===== config.mk =====
export PLATFORM = sky130hd
export DESIGN_NAME = scba_front_flat
export DESIGN_NICKNAME = d
export VERILOG_FILES = /design/src/hdl/scba_pkg.sv /design/src/hdl/scba_req_if.sv /design/src/hdl/scba_front.sv /design/src/flat_wrapper.sv
export SDC_FILE = /design/constraint.sdc
export NUM_CORES = 1
export LEC_CHECK = 0
export BUFFER_PORTS_ARGS = -buffer_cell sky130_fd_sc_hd__buf_2
export CAP_MARGIN = 20
export CORE_MARGIN = 3
export CORE_UTILIZATION = 44
export CTS_BUF_LIST = sky130_fd_sc_hd__clkbuf_4 sky130_fd_sc_hd__clkbuf_8 sky130_fd_sc_hd__clkbuf_16
export DETAILED_ROUTE_END_ITERATION = 8
export HOLD_SLACK_MARGIN = 0.08
export MAX_ROUTING_LAYER = met4
export PLACE_DENSITY = 0.76
export SLEW_MARGIN = 20
export SYNTH_ARGS = -nofsm -noshare
export SYNTH_HDL_FRONTEND = slang
export SYNTH_SLANG_ARGS = --single-unit

===== constraint.sdc =====
create_clock -name clk_i -period 1.5 [get_ports clk_i]
set_input_delay 0.225 -clock clk_i [delete_from_list [all_inputs] [get_ports clk_i]]
set_output_delay 0.225 -clock clk_i [all_outputs]
set_load 0.01 [all_outputs]

===== src/hdl/scba_pkg.sv =====
// Shared types, constants and helpers for the size-class buffer allocator.
`timescale 1ns / 1ps
`default_nettype none

package scba_pkg;

  // Field widths
  localparam int unsigned SIZE_W  = 16;
  localparam int unsigned IDX_W   = 10;
  localparam int unsigned GSIZE_W = 15;
  localparam int unsigned CLS_W   = 2;
  localparam int unsigned CNT_W   = 11;

  localparam int unsigned NUM_CLASSES = 4;

  // Default pool sizes per class
  localparam int unsigned POOL_2K_DEF  = 1024;
  localparam int unsigned POOL_4K_DEF  = 128;
  localparam int unsigned POOL_8K_DEF  = 64;
  localparam int unsigned POOL_16K_DEF = 32;

  // Class size limits in bytes
  localparam logic [SIZE_W-1:0] LIMIT_2K  = 16'd2048;
  localparam logic [SIZE_W-1:0] LIMIT_4K  = 16'd4096;
  localparam logic [SIZE_W-1:0] LIMIT_8K  = 16'd8192;
  localparam logic [SIZE_W-1:0] LIMIT_16K = 16'd16384;

  // Byte size of the smallest class; larger classes double it
  localparam logic [GSIZE_W-1:0] BASE_SIZE = 15'd2048;

  // Entries in the queue between front and back
  localparam int unsigned QUEUE_DEPTH = 2;

  typedef enum logic {
    OP_ALLOC = 1'b0,
    OP_FREE  = 1'b1
  } op_e;

  typedef enum logic [2:0] {
    ST_GRANTED  = 3'd0,
    ST_EMPTY    = 3'd1,
    ST_TOO_BIG  = 3'd2,
    ST_FREED    = 3'd3,
    ST_REJECTED = 3'd4
  } status_e;

  typedef enum logic {
    BK_IDLE,
    BK_READ
  } back_state_e;

  // Classified request handed from front to back
  typedef struct packed {
    op_e              op;
    logic             too_big;
    logic [CLS_W-1:0] cls;
    logic [IDX_W-1:0] idx;
  } cmd_t;

  // Address bits needed for a store of the given depth
  function automatic int unsigned addr_width(input int unsigned depth);
    int unsigned w;
    w = (depth > 1) ? $clog2(depth) : 1;
    return w;
  endfunction

endpackage

`default_nettype wire


===== src/hdl/scba_req_if.sv =====
// Request channel: operation, byte size and index being freed.
`timescale 1ns / 1ps
`default_nettype none

interface scba_req_if;
  logic                            valid;
  logic                            ready;
  scba_pkg::op_e                   op;
  logic [scba_pkg::SIZE_W-1:0]     req_size;
  logic [scba_pkg::IDX_W-1:0]      buf_index;

  modport source (output valid, op, req_size, buf_index, input ready);
  modport sink   (input valid, op, req_size, buf_index, output ready);
endinterface

`default_nettype wire


===== src/hdl/scba_front.sv =====
// Front end: accept requests, pick the size class and queue them for the back end.
`timescale 1ns / 1ps
`default_nettype none

module scba_front (
  input  wire logic    clk_i,
  input  wire logic    rst_ni,
  scba_req_if.sink     req_i,
  output logic         cmd_valid_o,
  input  wire logic    cmd_ready_i,
  output scba_pkg::cmd_t cmd_o
);

  localparam int unsigned QD  = scba_pkg::QUEUE_DEPTH;
  localparam int unsigned PW  = scba_pkg::addr_width(QD);
  localparam int unsigned CW  = $clog2(QD + 1);

  scba_pkg::cmd_t cls_cmd;
  scba_pkg::cmd_t entry_q [QD];
  logic [PW-1:0]  wr_ptr_q, wr_ptr_d;
  logic [PW-1:0]  rd_ptr_q, rd_ptr_d;
  logic [CW-1:0]  count_q, count_d;
  logic           push, pop;

  // Classify the request by size
  always_comb begin
    cls_cmd.op      = req_i.op;
    cls_cmd.idx     = req_i.buf_index;
    cls_cmd.too_big = 1'b0;
    if (req_i.req_size inside {[16'd0 : scba_pkg::LIMIT_2K]}) begin
      cls_cmd.cls = 2'd0;
    end else if (req_i.req_size inside {[16'd0 : scba_pkg::LIMIT_4K]}) begin
      cls_cmd.cls = 2'd1;
    end else if (req_i.req_size inside {[16'd0 : scba_pkg::LIMIT_8K]}) begin
      cls_cmd.cls = 2'd2;
    end else if (req_i.req_size inside {[16'd0 : scba_pkg::LIMIT_16K]}) begin
      cls_cmd.cls = 2'd3;
    end else begin
      cls_cmd.cls     = 2'd0;
      cls_cmd.too_big = 1'b1;
    end
  end

  // Queue handshakes
  assign req_i.ready = (count_q != CW'(QD));
  assign push        = req_i.valid && req_i.ready;
  assign cmd_valid_o = (count_q != '0);
  assign pop         = cmd_valid_o && cmd_ready_i;
  assign cmd_o       = entry_q[rd_ptr_q];

  // Advance pointers and occupancy
  always_comb begin
    wr_ptr_d = wr_ptr_q;
    rd_ptr_d = rd_ptr_q;
    count_d  = count_q;
    if (push) begin
      wr_ptr_d = (wr_ptr_q == PW'(QD - 1)) ? '0 : wr_ptr_q + 1'b1;
    end
    if (pop) begin
      rd_ptr_d = (rd_ptr_q == PW'(QD - 1)) ? '0 : rd_ptr_q + 1'b1;
    end
    if (push && !pop) begin
      count_d = count_q + 1'b1;
    end else if (pop && !push) begin
      count_d = count_q - 1'b1;
    end
  end

  always_ff @(posedge clk_i or negedge rst_ni) begin
    if (!rst_ni) begin
      wr_ptr_q <= '0;
      rd_ptr_q <= '0;
      count_q  <= '0;
    end else begin
      wr_ptr_q <= wr_ptr_d;
      rd_ptr_q <= rd_ptr_d;
      count_q  <= count_d;
    end
  end

  // Store the classified request
  always_ff @(posedge clk_i) begin
    if (push) begin
      entry_q[wr_ptr_q] <= cls_cmd;
    end
  end

endmodule

`default_nettype wire


===== src/flat_wrapper.sv =====
// flat-port wrapper written by rule: the top's interface ports become plain ports
module scba_front_flat 
  (clk_i, rst_ni, cmd_valid_o, cmd_ready_i, cmd_o, req_i_valid, req_i_op, req_i_req_size, req_i_buf_index, req_i_ready);
  scba_req_if req_i_i ();
  input  wire logic clk_i;
  input  wire logic rst_ni;
  output logic cmd_valid_o;
  input  wire logic cmd_ready_i;
  output scba_pkg::cmd_t cmd_o;
  input wire logic [$bits(req_i_i.valid)-1:0] req_i_valid;
  input wire logic [$bits(req_i_i.op)-1:0] req_i_op;
  input wire logic [$bits(req_i_i.req_size)-1:0] req_i_req_size;
  input wire logic [$bits(req_i_i.buf_index)-1:0] req_i_buf_index;
  output wire logic [$bits(req_i_i.ready)-1:0] req_i_ready;
  assign req_i_i.valid = req_i_valid;
  assign req_i_i.op = req_i_op;
  assign req_i_i.req_size = req_i_req_size;
  assign req_i_i.buf_index = req_i_buf_index;
  assign req_i_ready = req_i_i.ready;
  scba_front u_core (.clk_i(clk_i), .rst_ni(rst_ni), .req_i(req_i_i), .cmd_valid_o(cmd_valid_o), .cmd_ready_i(cmd_ready_i), .cmd_o(cmd_o));
endmodule

Word-level counts from Yosys, hierarchy flattened
Memories as Yosys holds them, arrays and structs flattened.
Index checks and enable logic that the tools add are counted.
Cells by class
  add/sub/neg operators: 4
  multipliers: 0
  divide/modulo/power cells: 0
  order comparisons: 5
  eq/ne operators: 1
  shifts and indexed selects: 0
  multiplexer cells: 14
  bitwise logic cells: 0
  reduce and logical (&&, ||, !) cells: 12
Operators by type and width (number)
  16-bit by 1-bit greater-or-equal comparator with 1-bit output, second input constant: 1
  16-bit by 12-bit <= comparator with 1-bit output, second input constant: 1
  16-bit by 13-bit <= comparator with 1-bit output, second input constant: 1
  16-bit by 14-bit <= comparator with 1-bit output, second input constant: 1
  16-bit by 15-bit <= comparator with 1-bit output, second input constant: 1
  2-bit 2-to-1 mux: 6
  1-bit logical AND: 8
  1-bit 2-to-1 mux: 8
  2-bit nonzero test: 2
  1-bit adder, second input constant: 2
  2-bit by 1-bit adder with 2-bit output, second input constant: 1
  1-bit zero test: 2
  2-bit != test, second input constant: 1
  2-bit by 1-bit subtractor with 2-bit output, second input constant: 1
Word-level totals
  bits in registers: 4
  latch bits: 0
  memory bits (writable): 28
  memory bits (read-only): 0
  input bits: 31
  memories kept: 1
Memories
  u_core.entry_q: words 2, bits a word 14, read ports 1, clocked after Yosys merged registers in 0, write ports 1, line scba_front.sv:19  | scba_pkg::cmd_t entry_q [QD];

Logic depth before layout (Yosys ltp)
  depth after elaboration: 6
  depth in mapped cells: 7

Worst setup path before layout
No wires, ideal clock.
  path type: register to register
  start: reg u_core.count_q[0]
  end: mem u_core.entry_q[0][0] in the netlist's numbering, enable pin
  data arrival time: 1311 ps
  required time: 1116 ps
  path slack: -195 ps
  stages on the path, launching flop included: 4
  clock period less this slack: 1695 ps
  cells stage by stage: dfrtp_1 -> nand2b_1 -> nand2_1 -> nor2_1
On the way
  longest elaborated chain between the ends: 4
RTL lines
  start, declared: line scba_front.sv:22  | logic [CW-1:0] count_q, count_d;
  start signal, assigned: line scba_front.sv:77  | count_q <= count_d;
  2-bit != test: line scba_front.sv:45  | assign req_i.ready = (count_q != CW'(QD));
  named net req_i_ready: line flat_wrapper.sv:14  | output wire logic [$bits(req_i_i.ready)-1:0] req_i_ready;
  1-bit logical AND: line scba_front.sv:46  | assign push = req_i.valid && req_i.ready;
  1-bit 2-to-1 mux: line scba_front.sv:83  | if (push) begin
  1-bit 2-to-1 mux (implied by the code): line scba_front.sv:84  | entry_q[wr_ptr_q] <= cls_cmd;
  end, declared: line scba_front.sv:19
The timed path passes the listed nets, and every way through them passes these cells.

==> summary.txt <==
Status
  – Status: finished with violations
  – Violated checks: setup timing

Floorplanning
  – Core Region: 2850 sq um
  – Initial Utilization: 47.9%
  – IO Pins: 47
  – Std-Cell Rows: 19
  – DIE HEIGHT: 61.7 um
  – Die Area: 3810 sq um
  – Die Wd: 61.7 um

Synth
  – Largest cells by area after synthesis: edfxtp_1 62%, dfrtp_1 7.3%, mux2_2 6.6%, mux2_1 4.9%, nor4_4 3.1%
  – Register area share after synthesis: 68.9%
  – YS warnings: 0
  – Mapped Nets: 115
  – Netlist cell types: 26
  – Synth area leader: edfxtp_1
  – Synth top area share: 61.5%
  – Cells after Synth: 83
  – Post-synthesis area per instance: 16.5 sq um
  – Synthesized area: 1370 sq um
  – Synthesized flop and latch total: 32

Pwr
  – Combinational share of power: 42.4%
  – Pint: 0.00219 W
  – Worst VDD drop: 0.000765 V
  – Net switching power figure: 0.000924 W
  – Seq pwr share: 42.2%
  – Leakage power: 0.797 nW
  – Switching share of power: 29.6%
  – Pwr dens: 1610 nW/um^2
  – Power share of the clock group: 15.4%

Setup path
  – Arrival time at the worst endpoint: 1.35 ns
  – Worst Path Required: 1.27 ns
  – CP Max Fanout: 9
  – CP Class: flop to primary output
  – Worst Reg-to-Reg Cells: 6
  – FF-to-FF Start: u_core.count_q[0]
  – Critical path cell sequence: buf_6 > mux2_2 > buf_2
  – Worst R2R Setup Slack: 0.09 ns
  – RR Endpoint: u_core.count_q[1]
  – Max stage delay cell, worst path: dfrtp_1
  – Worst Setup EP: cmd_o[7]
  – Endpoint type of the worst setup path: primary output
  – Setup crit start: u_core.rd_ptr_q
  – Worst path max stage delay: 0.38 ns
  – Startpoint Class: flop

Timing
  – Endpoints failing setup: 14
  – Slew @ Worst Pin: 0.271 ns
  – TNS Setup: -0.691 ns
  – Crit path setup slack, layout: -0.0778 ns
  – Fmax: 634 MHz
  – Tmin final: 1.58 ns
  – Pins Over Slew Limit: 0
  – Final period utilization: 105%
  – Worst Skew: 0.00868 ns
  – Fin. Hold Viols: 0
  – RSZ-0062 raised after global routing: true
  – Slew headroom: 81.8%

Routing
  – DR vias/cell: 5.17
  – Initial DRC count: 38
  – Via count: 956
  – Post-route antenna net violation count: 0
  – Routed Wire Length: 2.61 mm
  – Avg WL per Cell: 14.1 um
  – Remaining DRCs: 0
  – First drt pass iteration count: 4

CTS
  – Clock latency on the worst-skew pair: 0.32 ns
  – CTS sink count: 32
  – Clk buf depth: 2
  – H-tree depth: 2
  – Clock root buffer: clkbuf_4
  – Cts bufs inserted: 5
  – Worst-path clk slew: 0.09 ns
  – CTS tree: built

Global routing
  – Antenna violations before repair: 0
  – Met2 Track Usage GR: 28.6%
  – Met3 Use GR: 3.93%
  – GRT Max-Usage Layer: met2
  – Largest net degree at the start of global routing: 10
  – First-pass GRT wire length: 4.13 mm
  – Number of global-route vias before repair: 1001
  – Total track usage: 15.9%
  – GRT Residual Overflow: 0
  – Met1 global-route usage: 15.3%

Final layout
  – Share of cells above drive strength 1: 50.0%
  – Ant. Diodes: 0
  – Area Growth Syn to Fin: 41.7%
  – Nets@finish: 185
  – Final Cell Area: 1940 sq um

Placed design
  – IO Port Bufs: 46
  – Post-place instance area: 1680 sq um
  – Dpl hpwl: 1.89 mm
  – RD Place Congestion: 0.773

Worst hold path
  – Hold_sp: req_i_buf_index[2]
  – HP Class: input pin to flop

Run
  – Max_cap viols: 0
[metrics by stage]
stage          std cells  total power (W)  setup slack (ns)  hold slack, ns  util [%]
3_3_place_gp         165          0.00235            0.0200          0.0317      58.9
5_1_grt              185          0.00330            -0.140          0.0850      67.9
6_report             185          0.00312           -0.0778          0.0950      67.9
4_1_cts              184          0.00313           -0.0980          0.0813      67.6
3_5_place_dp         165          0.00238           -0.0548          0.0379      58.9
2_1_floorplan         83          0.00195            0.0237         -0.0706         -
[cells by family (layout without fill, tap and decap cells)]
kind of cell | count (synthesis) | after routing | share of synthesized area [%]
xor+xnor | 5 | 5 | 3.21
fa+ha+maj | 1 | 1 | 0.916
flops | 32 | 32 | 68.9
simple gates | 18 | 18 | 9.98
buf+inv | 6 | 77 | 1.74
compound gates | 7 | 7 | 3.75
mux | 14 | 14 | 11.5
[power by group through the flow]
stage | registers [W] | logic [W] | clock network (W)
global route | 0.00134 | 0.00143 | 0.000533
CTS | 0.00132 | 0.00132 | 0.000497
global placement | 0.00132 | 0.00103 | 0
floorplan | 0.00131 | 0.000635 | 0
finish | 0.00132 | 0.00132 | 0.000480
detailed placement | 0.00133 | 0.00105 | 0
[routing by layer]
metal / vias to the layer above / part of all wire [%] / wire length, um
li1: 460 / - / -
met1: 440 / 38 / 987
met2: 50 / 53 / 1390
met3: 6 / 7.1 / 185
met4: 0 / 2.1 / 55
met5: - / 0 / 0
[what timing repair did]
item | CTS | global route
buffers inserted | 1 | 1
resized for setup | 16 | 0
endpoints found under the setup margin | 14 | 15
hold buffers | 10 | 0
hold endpoints to repair | 21 | 0
[synthesized netlist by cell type]
library cell / instances
a21oi_1: 1
a311o_1: 1
a31o_1: 1
a31oi_1: 2
and3_1: 1
buf_2: 1
clkbuf_1: 1
dfrtp_1: 4
edfxtp_1: 28
ha_1: 1
inv_1: 4
mux2_1: 6
mux2_2: 8
nand2_1: 3
nand2b_1: 1
nand3_1: 2
nand4b_1: 1
nor2_1: 4
nor3_1: 1
nor4_2: 2
nor4_4: 2
o21ai_1: 1
o32a_1: 1
or2_1: 1
xnor2_1: 3
xor2_1: 2
[placed cells by master (no fill, tap or decap), types with 2 or more instances in the layout]
cell type       n
buf_2          37
edfxtp_1       28
buf_6          11
dlygate4sd3_1  10
clkbuf_4        7
buf_4           7
mux2_2          5
mux2_4          5
mux2_1          4
inv_1           4
dfrtp_1         4
nor2_1          3
nand2_1         3
xnor2_1         3
nor4_4          2
nor4_2          2
nand3_1         2
a31oi_1         2
xor2_1          2
[worst min-delay path by stage]
stage,endpoint,depth (start not counted),slack (ns)
4_1_cts,u_core.entry_q[0][2],1,0.08
3_3_place_gp,u_core.rd_ptr_q,1,0.03
3_5_place_dp,u_core.rd_ptr_q,1,0.04
5_1_grt,u_core.entry_q[1][6],1,0.09
2_1_floorplan,u_core.count_q[0],0,-0.07
6_report,u_core.entry_q[0][2],1,0.09
[worst max-delay path: cells and delay by family, from the launching register on]
kind | cells | cell delay [ns]
flops | 1 | 0.38
mux | 1 | 0.35
buf+inv | 2 | 0.30
[layout make-up]
cell class | instances | area, sq um
sequential | 32 | 941
fill | 209 | 917
timing repair buffer | 65 | 462
multi-input combinational | 45 | 423
clock buffer | 7 | 52.6
tap | 31 | 38.8
inverter | 4 | 15.0
clock inverter | 1 | 3.75
[registers in the layout, indices dropped and copies added (netlist names)]
register         flops
u_core.rd_ptr_q      1
u_core.wr_ptr_q      1
u_core.entry_q      28
u_core.count_q       2
(Power assumes the default switching activity.)
